<file path="src/oadf_pkg.sv">
// Shared constants for the obstacle-avoidance drive controller
`timescale 1ns / 1ps
`default_nettype none
package oadf_pkg;

    localparam int DEF_SAMPLE_BITS  = 12;
    localparam int DEF_SENSOR_COUNT = 5;
    localparam int SENSOR_MAX       = 5;

    localparam int DIST_W      = 23;
    localparam int DIST_MAX    = 4194303;
    localparam int DIST_OFFSET = 1280;
    localparam int TICK_W      = 17;

    localparam int M_TDATA_W = 24;
    localparam int CFG_IDX_W = 3;
    localparam int CFG_DATA_W = 16;

    // drive states
    localparam logic [3:0] ST_WAIT     = 4'd0;
    localparam logic [3:0] ST_WAIT_RUN = 4'd1;
    localparam logic [3:0] ST_FWD      = 4'd2;
    localparam logic [3:0] ST_FWD_RUN  = 4'd3;
    localparam logic [3:0] ST_TL       = 4'd4;
    localparam logic [3:0] ST_TL_RUN   = 4'd5;
    localparam logic [3:0] ST_TR       = 4'd6;
    localparam logic [3:0] ST_TR_RUN   = 4'd7;
    localparam logic [3:0] ST_SPL      = 4'd8;
    localparam logic [3:0] ST_SPL_RUN  = 4'd9;
    localparam logic [3:0] ST_SPR      = 4'd10;
    localparam logic [3:0] ST_SPR_RUN  = 4'd11;
    localparam logic [3:0] ST_REV      = 4'd12;
    localparam logic [3:0] ST_REV_RUN  = 4'd13;

    // register indexes
    localparam logic [CFG_IDX_W-1:0] REG_NEAR         = 3'd0;
    localparam logic [CFG_IDX_W-1:0] REG_CENTER_CLEAR = 3'd1;
    localparam logic [CFG_IDX_W-1:0] REG_OUTER_CLEAR  = 3'd2;
    localparam logic [CFG_IDX_W-1:0] REG_START_DELAY  = 3'd3;
    localparam logic [CFG_IDX_W-1:0] REG_CRUISE       = 3'd4;
    localparam logic [CFG_IDX_W-1:0] REG_SPIN         = 3'd5;

    // register reset values
    localparam logic [7:0]  RST_NEAR         = 8'd30;
    localparam logic [7:0]  RST_CENTER_CLEAR = 8'd20;
    localparam logic [7:0]  RST_OUTER_CLEAR  = 8'd40;
    localparam logic [15:0] RST_START_DELAY  = 16'd1000;
    localparam logic [6:0]  RST_CRUISE       = 7'd30;
    localparam logic [6:0]  RST_SPIN         = 7'd15;

endpackage
`default_nettype wire

</file>
<file path="src/obstacle_avoid_drive_fsm.sv">
// Obstacle-avoidance drive controller with a bit-serial range conversion
//
// Input beats: s_tuser is the action flag (0 sample set, 1 control tick),
// s_tdata carries five ADC codes. A sample set converts each code to a Q8
// centimetre distance through a restoring divider that yields one quotient
// bit per cycle, shared by the sensors in turn, and updates the LEDs. A tick
// advances the start-delay counter and steps the drive state machine.
// Every input beat gives exactly one output beat with the state, both wheel
// setpoints and the LEDs after that item.
// Flow: a tick goes straight to the final step, which loads the output
// register; a sample set first runs the divider for each sensor in turn,
// NW quotient bits per sensor, NW being the bit length of the divider
// numerator (22 at 12-bit samples), then reaches the final step. One item
// is in work at a time; s_tready is high whenever the block is idle, even
// while an output beat still waits.
// When m_tready is low the finished result stays in the output register and
// the next item waits in its final step until that beat has been taken.
// Reset (aresetn low, synchronous) restores the register defaults, clears
// distances, counter and speeds, sets all LEDs and enters the wait state.
`timescale 1ns / 1ps
`default_nettype none
module obstacle_avoid_drive_fsm
    import oadf_pkg::*;
#(
    parameter int SAMPLE_BITS  = DEF_SAMPLE_BITS,
    parameter int SENSOR_COUNT = DEF_SENSOR_COUNT
) (
    input  wire logic                                        aclk,
    input  wire logic                                        aresetn,
    input  wire logic                                        s_tvalid,
    output logic                                             s_tready,
    // sample_right, sample_center, sample_left, sample_left_outer,
    // sample_right_outer, zero pad
    input  wire logic [((SENSOR_MAX*SAMPLE_BITS+7)/8)*8-1:0] s_tdata,
    // action
    input  wire logic                                        s_tuser,
    output logic                                             m_tvalid,
    input  wire logic                                        m_tready,
    // drive_state, right_speed, left_speed, led_amber, led_blue,
    // led_white, zero pad
    output logic [M_TDATA_W-1:0]                             m_tdata,
    input  wire logic                                        cfg_wr_en,
    input  wire logic [CFG_IDX_W-1:0]                        cfg_index,
    input  wire logic [CFG_DATA_W-1:0]                       cfg_data
);

    localparam logic [63:0] RECIP_NUM =
        ((64'd870400 << SAMPLE_BITS) + 64'd528) / 64'd1056;
    localparam int NW = $clog2(RECIP_NUM + 64'd1);
    localparam int CW = $clog2(NW + 1);
    localparam int EW = ((NW > DIST_W) ? NW : DIST_W) + 1;
    localparam int SW = SENSOR_MAX * SAMPLE_BITS;

    localparam logic [1:0] PH_IDLE = 2'd0;
    localparam logic [1:0] PH_CONV = 2'd1;
    localparam logic [1:0] PH_DONE = 2'd2;

    // configuration
    logic [7:0]  near_reg, cclear_reg, oclear_reg;
    logic [15:0] delay_reg;
    logic [6:0]  cruise_reg, spin_reg;

    // block state
    logic [1:0]        phase_reg, phase_next;
    logic [DIST_W-1:0] dist_reg [SENSOR_MAX];
    logic [DIST_W-1:0] dist_next [SENSOR_MAX];
    logic [3:0]        mode_reg, mode_next;
    logic [TICK_W-1:0] tick_reg, tick_next;
    logic [7:0]        spr_reg, spr_next, spl_reg, spl_next;
    logic [2:0]        led_reg, led_next;

    // serial divider
    logic [SW-1:0]          smp_reg, smp_next;
    logic [2:0]             idx_reg, idx_next;
    logic [CW-1:0]          cnt_reg, cnt_next;
    logic [SAMPLE_BITS-1:0] rem_reg, rem_next;
    logic [NW-1:0]          dvd_reg, dvd_next, quo_reg, quo_next;

    // output register
    logic                 m_tvalid_reg, m_tvalid_next;
    logic [M_TDATA_W-1:0] m_data_reg, m_data_next;

    logic [SAMPLE_BITS-1:0] raw;
    logic [SAMPLE_BITS:0]   trial, trial_diff;
    logic                   trial_ge;
    logic [EW-1:0]          quo_ext, quo_off;
    logic                   dist_sat;
    logic [DIST_W-1:0]      dist_val;
    logic                   dist_near;

    logic signed [DIST_W:0] nr_q8, cc_q8;
    logic signed [DIST_W:0] d_r, d_c, d_l, d_lo, d_ro;
    logic [3:0]             auto_state;
    logic [TICK_W-1:0]      tick_inc;
    logic [7:0]             cs8, ss8;

    assign s_tready = (phase_reg == PH_IDLE);
    assign m_tvalid = m_tvalid_reg;
    assign m_tdata  = m_data_reg;

    // divider step
    assign raw        = smp_reg[SAMPLE_BITS-1:0];
    assign trial      = {rem_reg, dvd_reg[NW-1]};
    assign trial_ge   = trial >= {1'b0, raw};
    assign trial_diff = trial - {1'b0, raw};

    // distance from the finished quotient
    assign quo_ext  = EW'(quo_reg);
    assign quo_off  = quo_ext - EW'(DIST_OFFSET);
    assign dist_sat = (raw == '0) || (quo_ext > EW'(DIST_MAX + DIST_OFFSET));
    assign dist_val = dist_sat ? DIST_W'(DIST_MAX) : quo_off[DIST_W-1:0];

    assign nr_q8     = $signed({8'd0, near_reg, 8'd0});
    assign cc_q8     = $signed({8'd0, cclear_reg, 8'd0});
    assign dist_near = $signed({dist_val[DIST_W-1], dist_val}) < nr_q8;

    assign d_r  = $signed({dist_reg[0][DIST_W-1], dist_reg[0]});
    assign d_c  = $signed({dist_reg[1][DIST_W-1], dist_reg[1]});
    assign d_l  = $signed({dist_reg[2][DIST_W-1], dist_reg[2]});
    assign d_lo = $signed({dist_reg[3][DIST_W-1], dist_reg[3]});
    assign d_ro = $signed({dist_reg[4][DIST_W-1], dist_reg[4]});

    always_comb begin
        if (d_c < nr_q8 || (d_r < nr_q8 && d_l < nr_q8)) begin
            auto_state = ST_SPL;
        end else if (d_r < nr_q8 && d_c > cc_q8 && d_l > nr_q8) begin
            auto_state = ST_TL;
        end else if (d_ro < nr_q8 && d_r < nr_q8 && d_r > cc_q8) begin
            auto_state = ST_TL;
        end else if (d_r > nr_q8 && d_c > cc_q8 && d_l < nr_q8) begin
            auto_state = ST_TR;
        end else if (d_lo < nr_q8 && d_l < nr_q8 && d_l > cc_q8) begin
            auto_state = ST_TR;
        end else begin
            auto_state = ST_FWD;
        end
    end

    assign tick_inc = (tick_reg == {TICK_W{1'b1}}) ? tick_reg : tick_reg + 1'b1;
    assign cs8      = {1'b0, cruise_reg};
    assign ss8      = {1'b0, spin_reg};

    always_comb begin
        phase_next    = phase_reg;
        dist_next     = dist_reg;
        mode_next     = mode_reg;
        tick_next     = tick_reg;
        spr_next      = spr_reg;
        spl_next      = spl_reg;
        led_next      = led_reg;
        smp_next      = smp_reg;
        idx_next      = idx_reg;
        cnt_next      = cnt_reg;
        rem_next      = rem_reg;
        dvd_next      = dvd_reg;
        quo_next      = quo_reg;
        m_tvalid_next = m_tvalid_reg;
        m_data_next   = m_data_reg;

        if (m_tvalid_reg && m_tready) begin
            m_tvalid_next = 1'b0;
        end

        case (phase_reg)
            PH_IDLE: begin
                if (s_tvalid) begin
                    if (s_tuser) begin
                        tick_next  = tick_inc;
                        phase_next = PH_DONE;
                        case (mode_reg)
                            ST_WAIT: begin
                                // counter cleared, so the delay test counts from zero
                                tick_next = '0;
                                spr_next  = '0;
                                spl_next  = '0;
                                mode_next = ST_WAIT_RUN;
                            end
                            ST_WAIT_RUN: begin
                                if (tick_inc > TICK_W'(delay_reg)) begin
                                    mode_next = ST_FWD;
                                end
                            end
                            ST_FWD: begin
                                spr_next  = cs8;
                                spl_next  = cs8;
                                mode_next = ST_FWD_RUN;
                            end
                            ST_TL: begin
                                spr_next  = cs8;
                                spl_next  = '0;
                                mode_next = ST_TL_RUN;
                            end
                            ST_TR: begin
                                spr_next  = '0;
                                spl_next  = cs8;
                                mode_next = ST_TR_RUN;
                            end
                            ST_SPL: begin
                                spr_next  = ss8;
                                spl_next  = -ss8;
                                mode_next = ST_SPL_RUN;
                            end
                            ST_SPR: begin
                                spr_next  = -ss8;
                                spl_next  = ss8;
                                mode_next = ST_SPR_RUN;
                            end
                            ST_REV: begin
                                spr_next  = -ss8;
                                spl_next  = -ss8;
                                mode_next = ST_REV_RUN;
                            end
                            ST_FWD_RUN, ST_TL_RUN, ST_TR_RUN, ST_SPL_RUN, ST_SPR_RUN: begin
                                if ((auto_state + 4'd1) != mode_reg) begin
                                    mode_next = auto_state;
                                end
                            end
                            default: begin
                                mode_next = ST_WAIT;
                            end
                        endcase
                    end else begin
                        smp_next   = s_tdata[SW-1:0];
                        idx_next   = '0;
                        cnt_next   = '0;
                        rem_next   = '0;
                        dvd_next   = RECIP_NUM[NW-1:0];
                        quo_next   = '0;
                        phase_next = PH_CONV;
                    end
                end
            end
            PH_CONV: begin
                if (cnt_reg == CW'(NW)) begin
                    dist_next[idx_reg] = dist_val;
                    case (idx_reg)
                        3'd0:    led_next[0] = dist_near;
                        3'd1:    led_next[1] = dist_near;
                        default: led_next[2] = dist_near;
                    endcase
                    smp_next = smp_reg >> SAMPLE_BITS;
                    idx_next = idx_reg + 3'd1;
                    cnt_next = '0;
                    rem_next = '0;
                    dvd_next = RECIP_NUM[NW-1:0];
                    quo_next = '0;
                    if (idx_reg == 3'(SENSOR_COUNT - 1)) begin
                        phase_next = PH_DONE;
                    end
                end else begin
                    rem_next = trial_ge ? trial_diff[SAMPLE_BITS-1:0]
                                        : trial[SAMPLE_BITS-1:0];
                    quo_next = {quo_reg[NW-2:0], trial_ge};
                    dvd_next = {dvd_reg[NW-2:0], 1'b0};
                    cnt_next = cnt_reg + 1'b1;
                end
            end
            PH_DONE: begin
                if (!m_tvalid_reg || m_tready) begin
                    m_tvalid_next = 1'b1;
                    m_data_next   = {1'b0, led_reg[2], led_reg[1], led_reg[0],
                                     spl_reg, spr_reg, mode_reg};
                    phase_next    = PH_IDLE;
                end
            end
            default: begin
                phase_next = PH_IDLE;
            end
        endcase
    end

    always_ff @(posedge aclk) begin
        if (!aresetn) begin
            near_reg   <= RST_NEAR;
            cclear_reg <= RST_CENTER_CLEAR;
            oclear_reg <= RST_OUTER_CLEAR;
            delay_reg  <= RST_START_DELAY;
            cruise_reg <= RST_CRUISE;
            spin_reg   <= RST_SPIN;
        end else if (cfg_wr_en) begin
            case (cfg_index)
                REG_NEAR:         near_reg   <= cfg_data[7:0];
                REG_CENTER_CLEAR: cclear_reg <= cfg_data[7:0];
                REG_OUTER_CLEAR:  oclear_reg <= cfg_data[7:0];
                REG_START_DELAY:  delay_reg  <= cfg_data;
                REG_CRUISE:       cruise_reg <= cfg_data[6:0];
                REG_SPIN:         spin_reg   <= cfg_data[6:0];
                default: begin
                end
            endcase
        end
    end

    always_ff @(posedge aclk) begin
        if (!aresetn) begin
            phase_reg    <= PH_IDLE;
            for (int i = 0; i < SENSOR_MAX; i++) begin
                dist_reg[i] <= '0;
            end
            mode_reg     <= ST_WAIT;
            tick_reg     <= '0;
            spr_reg      <= '0;
            spl_reg      <= '0;
            led_reg      <= 3'b111;
            m_tvalid_reg <= 1'b0;
        end else begin
            phase_reg    <= phase_next;
            dist_reg     <= dist_next;
            mode_reg     <= mode_next;
            tick_reg     <= tick_next;
            spr_reg      <= spr_next;
            spl_reg      <= spl_next;
            led_reg      <= led_next;
            m_tvalid_reg <= m_tvalid_next;
        end
    end

    always_ff @(posedge aclk) begin
        smp_reg    <= smp_next;
        idx_reg    <= idx_next;
        cnt_reg    <= cnt_next;
        rem_reg    <= rem_next;
        dvd_reg    <= dvd_next;
        quo_reg    <= quo_next;
        m_data_reg <= m_data_next;
    end

    // outer-clear threshold has no effect on the drive decision
    logic unused_oclear;
    assign unused_oclear = ^oclear_reg;

endmodule
`default_nettype wire
</file>
<file path="config.mk">
export PLATFORM = sky130hd
export DESIGN_NAME = obstacle_avoid_drive_fsm
export DESIGN_NICKNAME = d
export VERILOG_FILES = /design/src/oadf_pkg.sv /design/src/obstacle_avoid_drive_fsm.sv
export SDC_FILE = /design/constraint.sdc
export NUM_CORES = 1
export LEC_CHECK = 0
export ABC_AREA = 1
export BUFFER_PORTS_ARGS = -buffer_cell sky130_fd_sc_hd__buf_2
export CORE_MARGIN = 2
export CORE_UTILIZATION = 35
export CTS_BUF_LIST = sky130_fd_sc_hd__clkbuf_16
export CTS_CLUSTER_DIAMETER = 80
export DETAILED_ROUTE_END_ITERATION = 7
export HOLD_SLACK_MARGIN = 0.05
export PLACE_DENSITY_LB_ADDON = 0.25
export REMOVE_ABC_BUFFERS = 1
export SETUP_SLACK_MARGIN = 0.4
export SLEW_MARGIN = 20
export SYNTH_ARGS = -nofsm -noshare
export SYNTH_HDL_FRONTEND = slang
export SYNTH_SLANG_ARGS = --single-unit
</file>
<file path="constraint.sdc">
create_clock -name aclk -period 9.66 [get_ports aclk]
set_input_delay 0.966 -clock aclk [delete_from_list [all_inputs] [get_ports aclk]]
set_output_delay 0.966 -clock aclk [all_outputs]
set_load 0.02 [all_outputs]
</file>
==> flow_metrics.env, run 1 <==
export IMPL_hp_class="reg -> reg"
export IMPL_worstHoldPathCells=0
export IMPL_rsz0062_at_grt="no"
export IMPL_crit_required_ns=10.10
export IMPL_r2r_start="quo_reg[8]"
export IMPL_fin_worst_skew_ns=0.0243
export IMPL_ys_types=52
export IMPL_place_congestion=0.863
export IMPL_critPathKind="reg -> reg"
export IMPL_syn_instance_count=2018
export IMPL_final_min_clock_period_ns=3.51
export IMPL_drtIter0Drc=988
export IMPL_synth_edff_count=147
export IMPL_die_area_sq_mm=0.0496
export IMPL_antenna_cells=0
export IMPL_tightestPinTransition_ns=1.08
export IMPL_p_total_w=0.00469
export IMPL_ios=115
export IMPL_postCtsSetupBuffers=0
export IMPL_antenna_found_initial=1
export IMPL_top_layer="met5"
export IMPL_syn_area_per_cell_sq_um=8.30
export IMPL_r2r_end="led_reg[1]"
export IMPL_hold_start="spl_reg[1]"
export IMPL_setup_viol=0
export IMPL_grt_pass1_vias=12663
export IMPL_max_clock_path_buffers=3
export IMPL_cts_root_buf="clkbuf_16"
export IMPL_synth_warnings=0
export IMPL_rows=80
export IMPL_p_leak_nw=8.52
export IMPL_numCtsBuffers=40
export IMPL_clk_pin_slew_ns=0.06
export IMPL_stdcell_count=2762
export IMPL_hold_slack_ns=0.430
export IMPL_syn_to_final_growth_pct=14.3
export IMPL_max_freq_mhz=285
export IMPL_drv_slew=0
export IMPL_grt_usage_pct=15.7
export IMPL_ys_ff_latch=335
export IMPL_ctsHoldBuffers=0
export IMPL_status="completed"
export IMPL_m1WireLength_um=19000
export IMPL_ff2ff_setup_slack_ns=6.15
export IMPL_reg2reg_depth=17
export IMPL_clkSinkCount=335
export IMPL_crit_arrival_ns=3.94
export IMPL_synth_most_common_cell="nand2_1"
export IMPL_wl_per_cell_um=14.2
export IMPL_async_flop_share_pct=0
export IMPL_core_area_sq_mm=0.0475
export IMPL_cp_end_kind="flip-flop"
export IMPL_slew_headroom_pct=27.2
export IMPL_synth_common_cells="408 x nand2_1, 256 x inv_1, 215 x a21oi_1, 192 x nor2_1, 188 x dfxtp_1"
export IMPL_largest_reg_flops=60
export IMPL_finalWirelength_um=39200
export IMPL_worstHoldEndpoint="m_tdata[13]"
export IMPL_overflow=0
export IMPL_period_share_pct=36.3
export IMPL_wl_met3_um=2040
export IMPL_crit_path_start_kind="flip-flop"
export IMPL_detail_route_antenna_nets=0
export IMPL_maxCapViolCount=0
export IMPL_clkLatencyLatePin_ns=0.57
export IMPL_grt_pass1_wl_um=63600
export IMPL_viasPerCell=4.85
export IMPL_ir_drop_v=0.000199
export IMPL_hold_viol=0
export IMPL_final_layout_size_suffix_gt1_share_pct=11.3
export IMPL_fin_nets=2309
export IMPL_setup_tns_ns=0
export IMPL_grt_max_degree=85
export IMPL_dp_cells=2688
export IMPL_synth_area_leader_cell="edfxtp_1"
export IMPL_ys_dominant_reg_cell="dfxtp_1"
export IMPL_drtPass1Iterations=5
export IMPL_ys_top_cells_by_area="edfxtp_1 26%, dfxtp_1 22%, nand2_1 9.1%"
export IMPL_port_buffers=109
export IMPL_syn_area_sq_mm=0.0168
export IMPL_cts_repair_resized=0
export IMPL_die_width_um=223
export IMPL_cp_max_fo=6
export IMPL_ys_seq_area_share_pct=48.8
export IMPL_power_density_mw_per_mm2=245
export IMPL_cts_tree="done"
export IMPL_route_detailed_drc=0
export IMPL_start_util_pct=35.2
export IMPL_vias=13402
export IMPL_hpwl_um=27100
export IMPL_wl_met2_um=16900
export IMPL_die_h_um=223
export IMPL_htreeDepth=2
export IMPL_synth_top_area_share_pct=26.3
export IMPL_num_fill_cells=4793
==> where the power goes <==
part           total (W)  internal [W]  switching, W
clock            0.00143      0.000821      0.000611
combinational    0.00127      0.000374      0.000896
sequential       0.00199       0.00187      0.000116
==> worst max-delay path, stage by stage, from the launching register on <==
cell	delay [ns]
edfxtp_1	0.38
inv_1	0.12
ha_1	0.23
o21ai_2	0.09
nor2_2	0.20
nand2_1	0.13
nand2_1	0.08
nand2_1	0.05
nor2_1	0.53
inv_1	0.10
ha_1	0.32
nand2_1	0.07
o21ai_0	0.43
o21ai_0	0.23
nand3_1	0.14
nand2_1	0.13
nand2_1	0.09
nand2_1	0.05
==> worst max-delay path by stage <==
stage / from / to / slack, ns / cells after the start
floorplan: phase_reg[1] / idx_reg[0] / 1.54 / 4
global placement: phase_reg[1] / smp_reg[11] / 6.24 / 7
global route: tick_reg[0] / mode_reg[1] / 5.95 / 21
CTS: phase_reg[1] / smp_reg[1] / 6.20 / 7
finish: quo_reg[8] / led_reg[1] / 6.15 / 17
detailed placement: phase_reg[1] / smp_reg[57] / 6.20 / 7
==> per-stage QoR <==
step	cell area [sq um]	utilization, %	setup WS, ns
2_1_floorplan	16400	-	1.54
3_3_place_gp	17900	37.6	6.24
3_5_place_dp	17900	37.6	6.20
4_1_cts	19100	40.3	6.20
5_1_grt	19100	40.3	5.95
6_report	19100	40.3	6.15
==> per-layer routing <==
metal,global-route usage (%),vias to the layer above
met4,6.11,2
met5,0,-
met3,2.95,82
met1,21.5,6107
li1,-,6909
met2,24.5,302
==> final cells by class <==
cell class              instances  area, sq um  share of cell area, %
inverters                     269         1010                   5.27
repair buffers                124          661                   3.45
flip-flops and latches        335         8180                   42.7
multi-input cells            1345         7270                   38.0
well taps                     615          769                   4.02
clock inverters                32          208                   1.08
clock buffers                  42         1050                   5.49
==> cells in the final DEF, fill, tap and decap left out, types with 2 or more instances in the layout <==
master and instances:
a21o_1 6, a21oi_1 215, a21oi_4 2, a31oi_1 4, buf_2 108, buf_4 16
clkbuf_16 42, clkinv_1 5, clkinv_2 4, clkinvlp_4 2, dfxtp_1 188, edfxtp_1 147
ha_1 104, inv_1 270, inv_2 13, inv_6 3, nand2_1 408, nand2_2 10
nand2_4 3, nand3_1 63, nand4_1 22, nor2_1 190, nor2_2 8, nor2_4 4
nor3_1 29, nor3_2 5, nor3_4 3, nor3b_1 2, nor4_1 5, o211ai_1 29
o21a_1 2, o21ai_0 157, o21ai_1 7, o221ai_1 4, o22ai_1 3, or2_0 3
or2_2 11, xnor2_1 15, xor2_1 15
==> kinds of logic after synthesis <==
kind of cell    count (synthesis)  share of synthesized area (%)
xor+xnor                       30                           1.57
simple gates                  774                           19.8
fa+ha+maj                     105                           7.89
other cells                     1                         0.0224
buf+inv                       338                           7.92
flops                         335                           48.8
mux                             1                         0.0597
compound gates                434                           13.9
(Power assumes the default switching activity.)
==> inputs of run 2 (changes only) <==
Clock period 9.66 ns to 3.2 ns, I/O delays scaled along.
==> flow_metrics.env, run 2 (same netlist as run 1, synthesis figures left out) <==
export IMPL_status="completed"
export IMPL_setup_ws_ns=0.176
export IMPL_place_ws_ns=-0.00871
export IMPL_ir_drop_v=0.000470
export IMPL_power_density_mw_per_mm2=724
export IMPL_fin_nets=2404
export IMPL_cts_root_buf="clkbuf_16"
export IMPL_p_leak_nw=8.99
export IMPL_antenna_found_initial=0
export IMPL_hp_class="in -> reg"
export IMPL_crit_path_start_kind="flip-flop"
export IMPL_r2r_start="tick_reg[1]"
export IMPL_drtPass1Iterations=8
export IMPL_cp_end_kind="flip-flop"
export IMPL_htreeDepth=2
export IMPL_numCtsBuffers=40
export IMPL_final_layout_size_suffix_gt1_share_pct=13.4
export IMPL_finalWirelength_um=41000
export IMPL_drtIter0Drc=861
export IMPL_clkLatencyLatePin_ns=0.56
export IMPL_start_util_pct=35.2
export IMPL_cts_tree="done"
export IMPL_die_width_um=223
export IMPL_grt_pass1_wl_um=67700
export IMPL_crit_required_ns=3.65
export IMPL_hold_viol=0
export IMPL_route_detailed_drc=0
export IMPL_largest_reg_flops=60
export IMPL_slew_headroom_pct=46.2
export IMPL_grt_max_degree=66
export IMPL_setup_viol=0
export IMPL_viasPerCell=4.85
export IMPL_ios=115
export IMPL_critPathKind="reg -> reg"
export IMPL_rsz0062_at_grt="yes"
export IMPL_max_freq_mhz=331
export IMPL_antenna_cells=0
export IMPL_grt_pass1_vias=13521
export IMPL_fin_worst_skew_ns=0.0186
export IMPL_grt_usage_pct=16.6
export IMPL_layout_commonest_cell="nand2_1"
export IMPL_fin_util_pct=42.6
export IMPL_period_share_pct=94.5
export IMPL_vias=13860
export IMPL_crit_arrival_ns=3.47
export IMPL_final_min_clock_period_ns=3.02
export IMPL_hold_start="cfg_data[15]"
export IMPL_hpwl_um=27700
export IMPL_detail_route_antenna_nets=0
export IMPL_drv_slew=0
export IMPL_syn_to_final_growth_pct=20.9
export IMPL_place_congestion=0.858
export IMPL_core_area_sq_mm=0.0475
export IMPL_setup_worst_path_start="tick_reg[1]"
export IMPL_die_area_sq_mm=0.0496
export IMPL_clkSinkCount=335
export IMPL_wl_per_cell_um=14.3
export IMPL_port_buffers=109
export IMPL_overflow=0
export IMPL_cp_max_fo=8
export IMPL_num_fill_cells=4654
export IMPL_tightestPinTransition_ns=0.806
export IMPL_rows=80
export IMPL_clk_pin_slew_ns=0.06
export IMPL_die_h_um=223
export IMPL_max_clock_path_buffers=3
export IMPL_layout_common_cells="404 x nand2_1, 264 x inv_1, 213 x a21oi_1, 185 x dfxtp_1, 184 x nor2_1"
export IMPL_maxCapViolCount=0
-- run 2: cell count changes in the layout (fill, tap and decap cells not counted), sizes merged --
cell | before | now
clkinvlp | 2 | 0
inv | 287 | 280
dlygate4sd3 | 0 | 66
buf | 124 | 153
clkinv | 11 | 18
bufinv | 1 | 3
-- run 2: routing by layer --
layer | GRT usage, % | wire length, um | up-vias
li1 | - | - | 7085
met1 | 22.7 | 19700 | 6385
met2 | 26.9 | 18200 | 341
met3 | 3.02 | 2300 | 49
met4 | 4.78 | 761 | 0
met5 | 0 | 0 | -
-- run 2: metrics by stage --
stage	std cells	cell area, sq um	TNS, ns	hold slack (ns)	power (W)
final	2857	20300	0	0.0670	0.0147
after floorplan	1949	16400	-461.15	0.403	0.00838
after detailed placement	2707	18100	-0.0324	0.410	0.0101
after global routing	2857	20300	-0.211	0.0675	0.0156
after CTS	2850	20100	0	0.0509	0.0147
after global placement	2707	18100	0	0.412	0.0101
-- run 2: critical path: stages (launching register included) --
cell,delay [ns]
dfxtp_4,0.35
ha_4,0.16
nand3_4,0.09
nor2_4,0.05
nand3_2,0.08
nor2_2,0.05
nand2_2,0.07
inv_2,0.05
nor3_4,0.17
nand2_1,0.10
nor2_2,0.13
nand2_2,0.08
xnor2_2,0.15
ha_1,0.31
inv_2,0.06
buf_6,0.12
o211ai_1,0.21
a21oi_2,0.05
nand3_1,0.10
nand2_2,0.07
a21oi_4,0.22
nand3_1,0.11
nand2_1,0.07
nor2_1,0.05
-- run 2: cell type report --
class	count	area, sq um	share of cell area, %
Multi-Input combinational cell	1345	7440	36.7
Sequential cell	335	8180	40.4
Clock buffer	42	1050	5.19
Timing Repair Buffer	219	1580	7.80
Tap cell	615	769	3.80
Inverter	269	1010	4.98
Clock inverter	32	229	1.13
-- run 2: power breakdown --
part           switching, W  internal, W
Clock               0.00182      0.00261
Sequential         0.000360      0.00565
Combinational       0.00283      0.00139
Total               0.00502      0.00965
-- run 2: repair_timing --
action	in CTS	in global routing
resized for setup	24	21
pin swaps	8	7
buffers inserted	3	7
endpoints found under the setup margin	7	7
hold endpoints to repair	66	0
hold buffers	66	0
-- run 2: worst paths after layout --
| path | to | slack (ns) | cells after the start |
|---|---|---|---|
| setup / recovery | mode_reg[3] | 0.18 | 23 |
| hold / removal | delay_reg[15] | 0.07 | 3 |
| setup reg to reg | mode_reg[3] | 0.18 | 23 |
| hold reg to reg | m_tdata[9] | 0.43 | 0 |
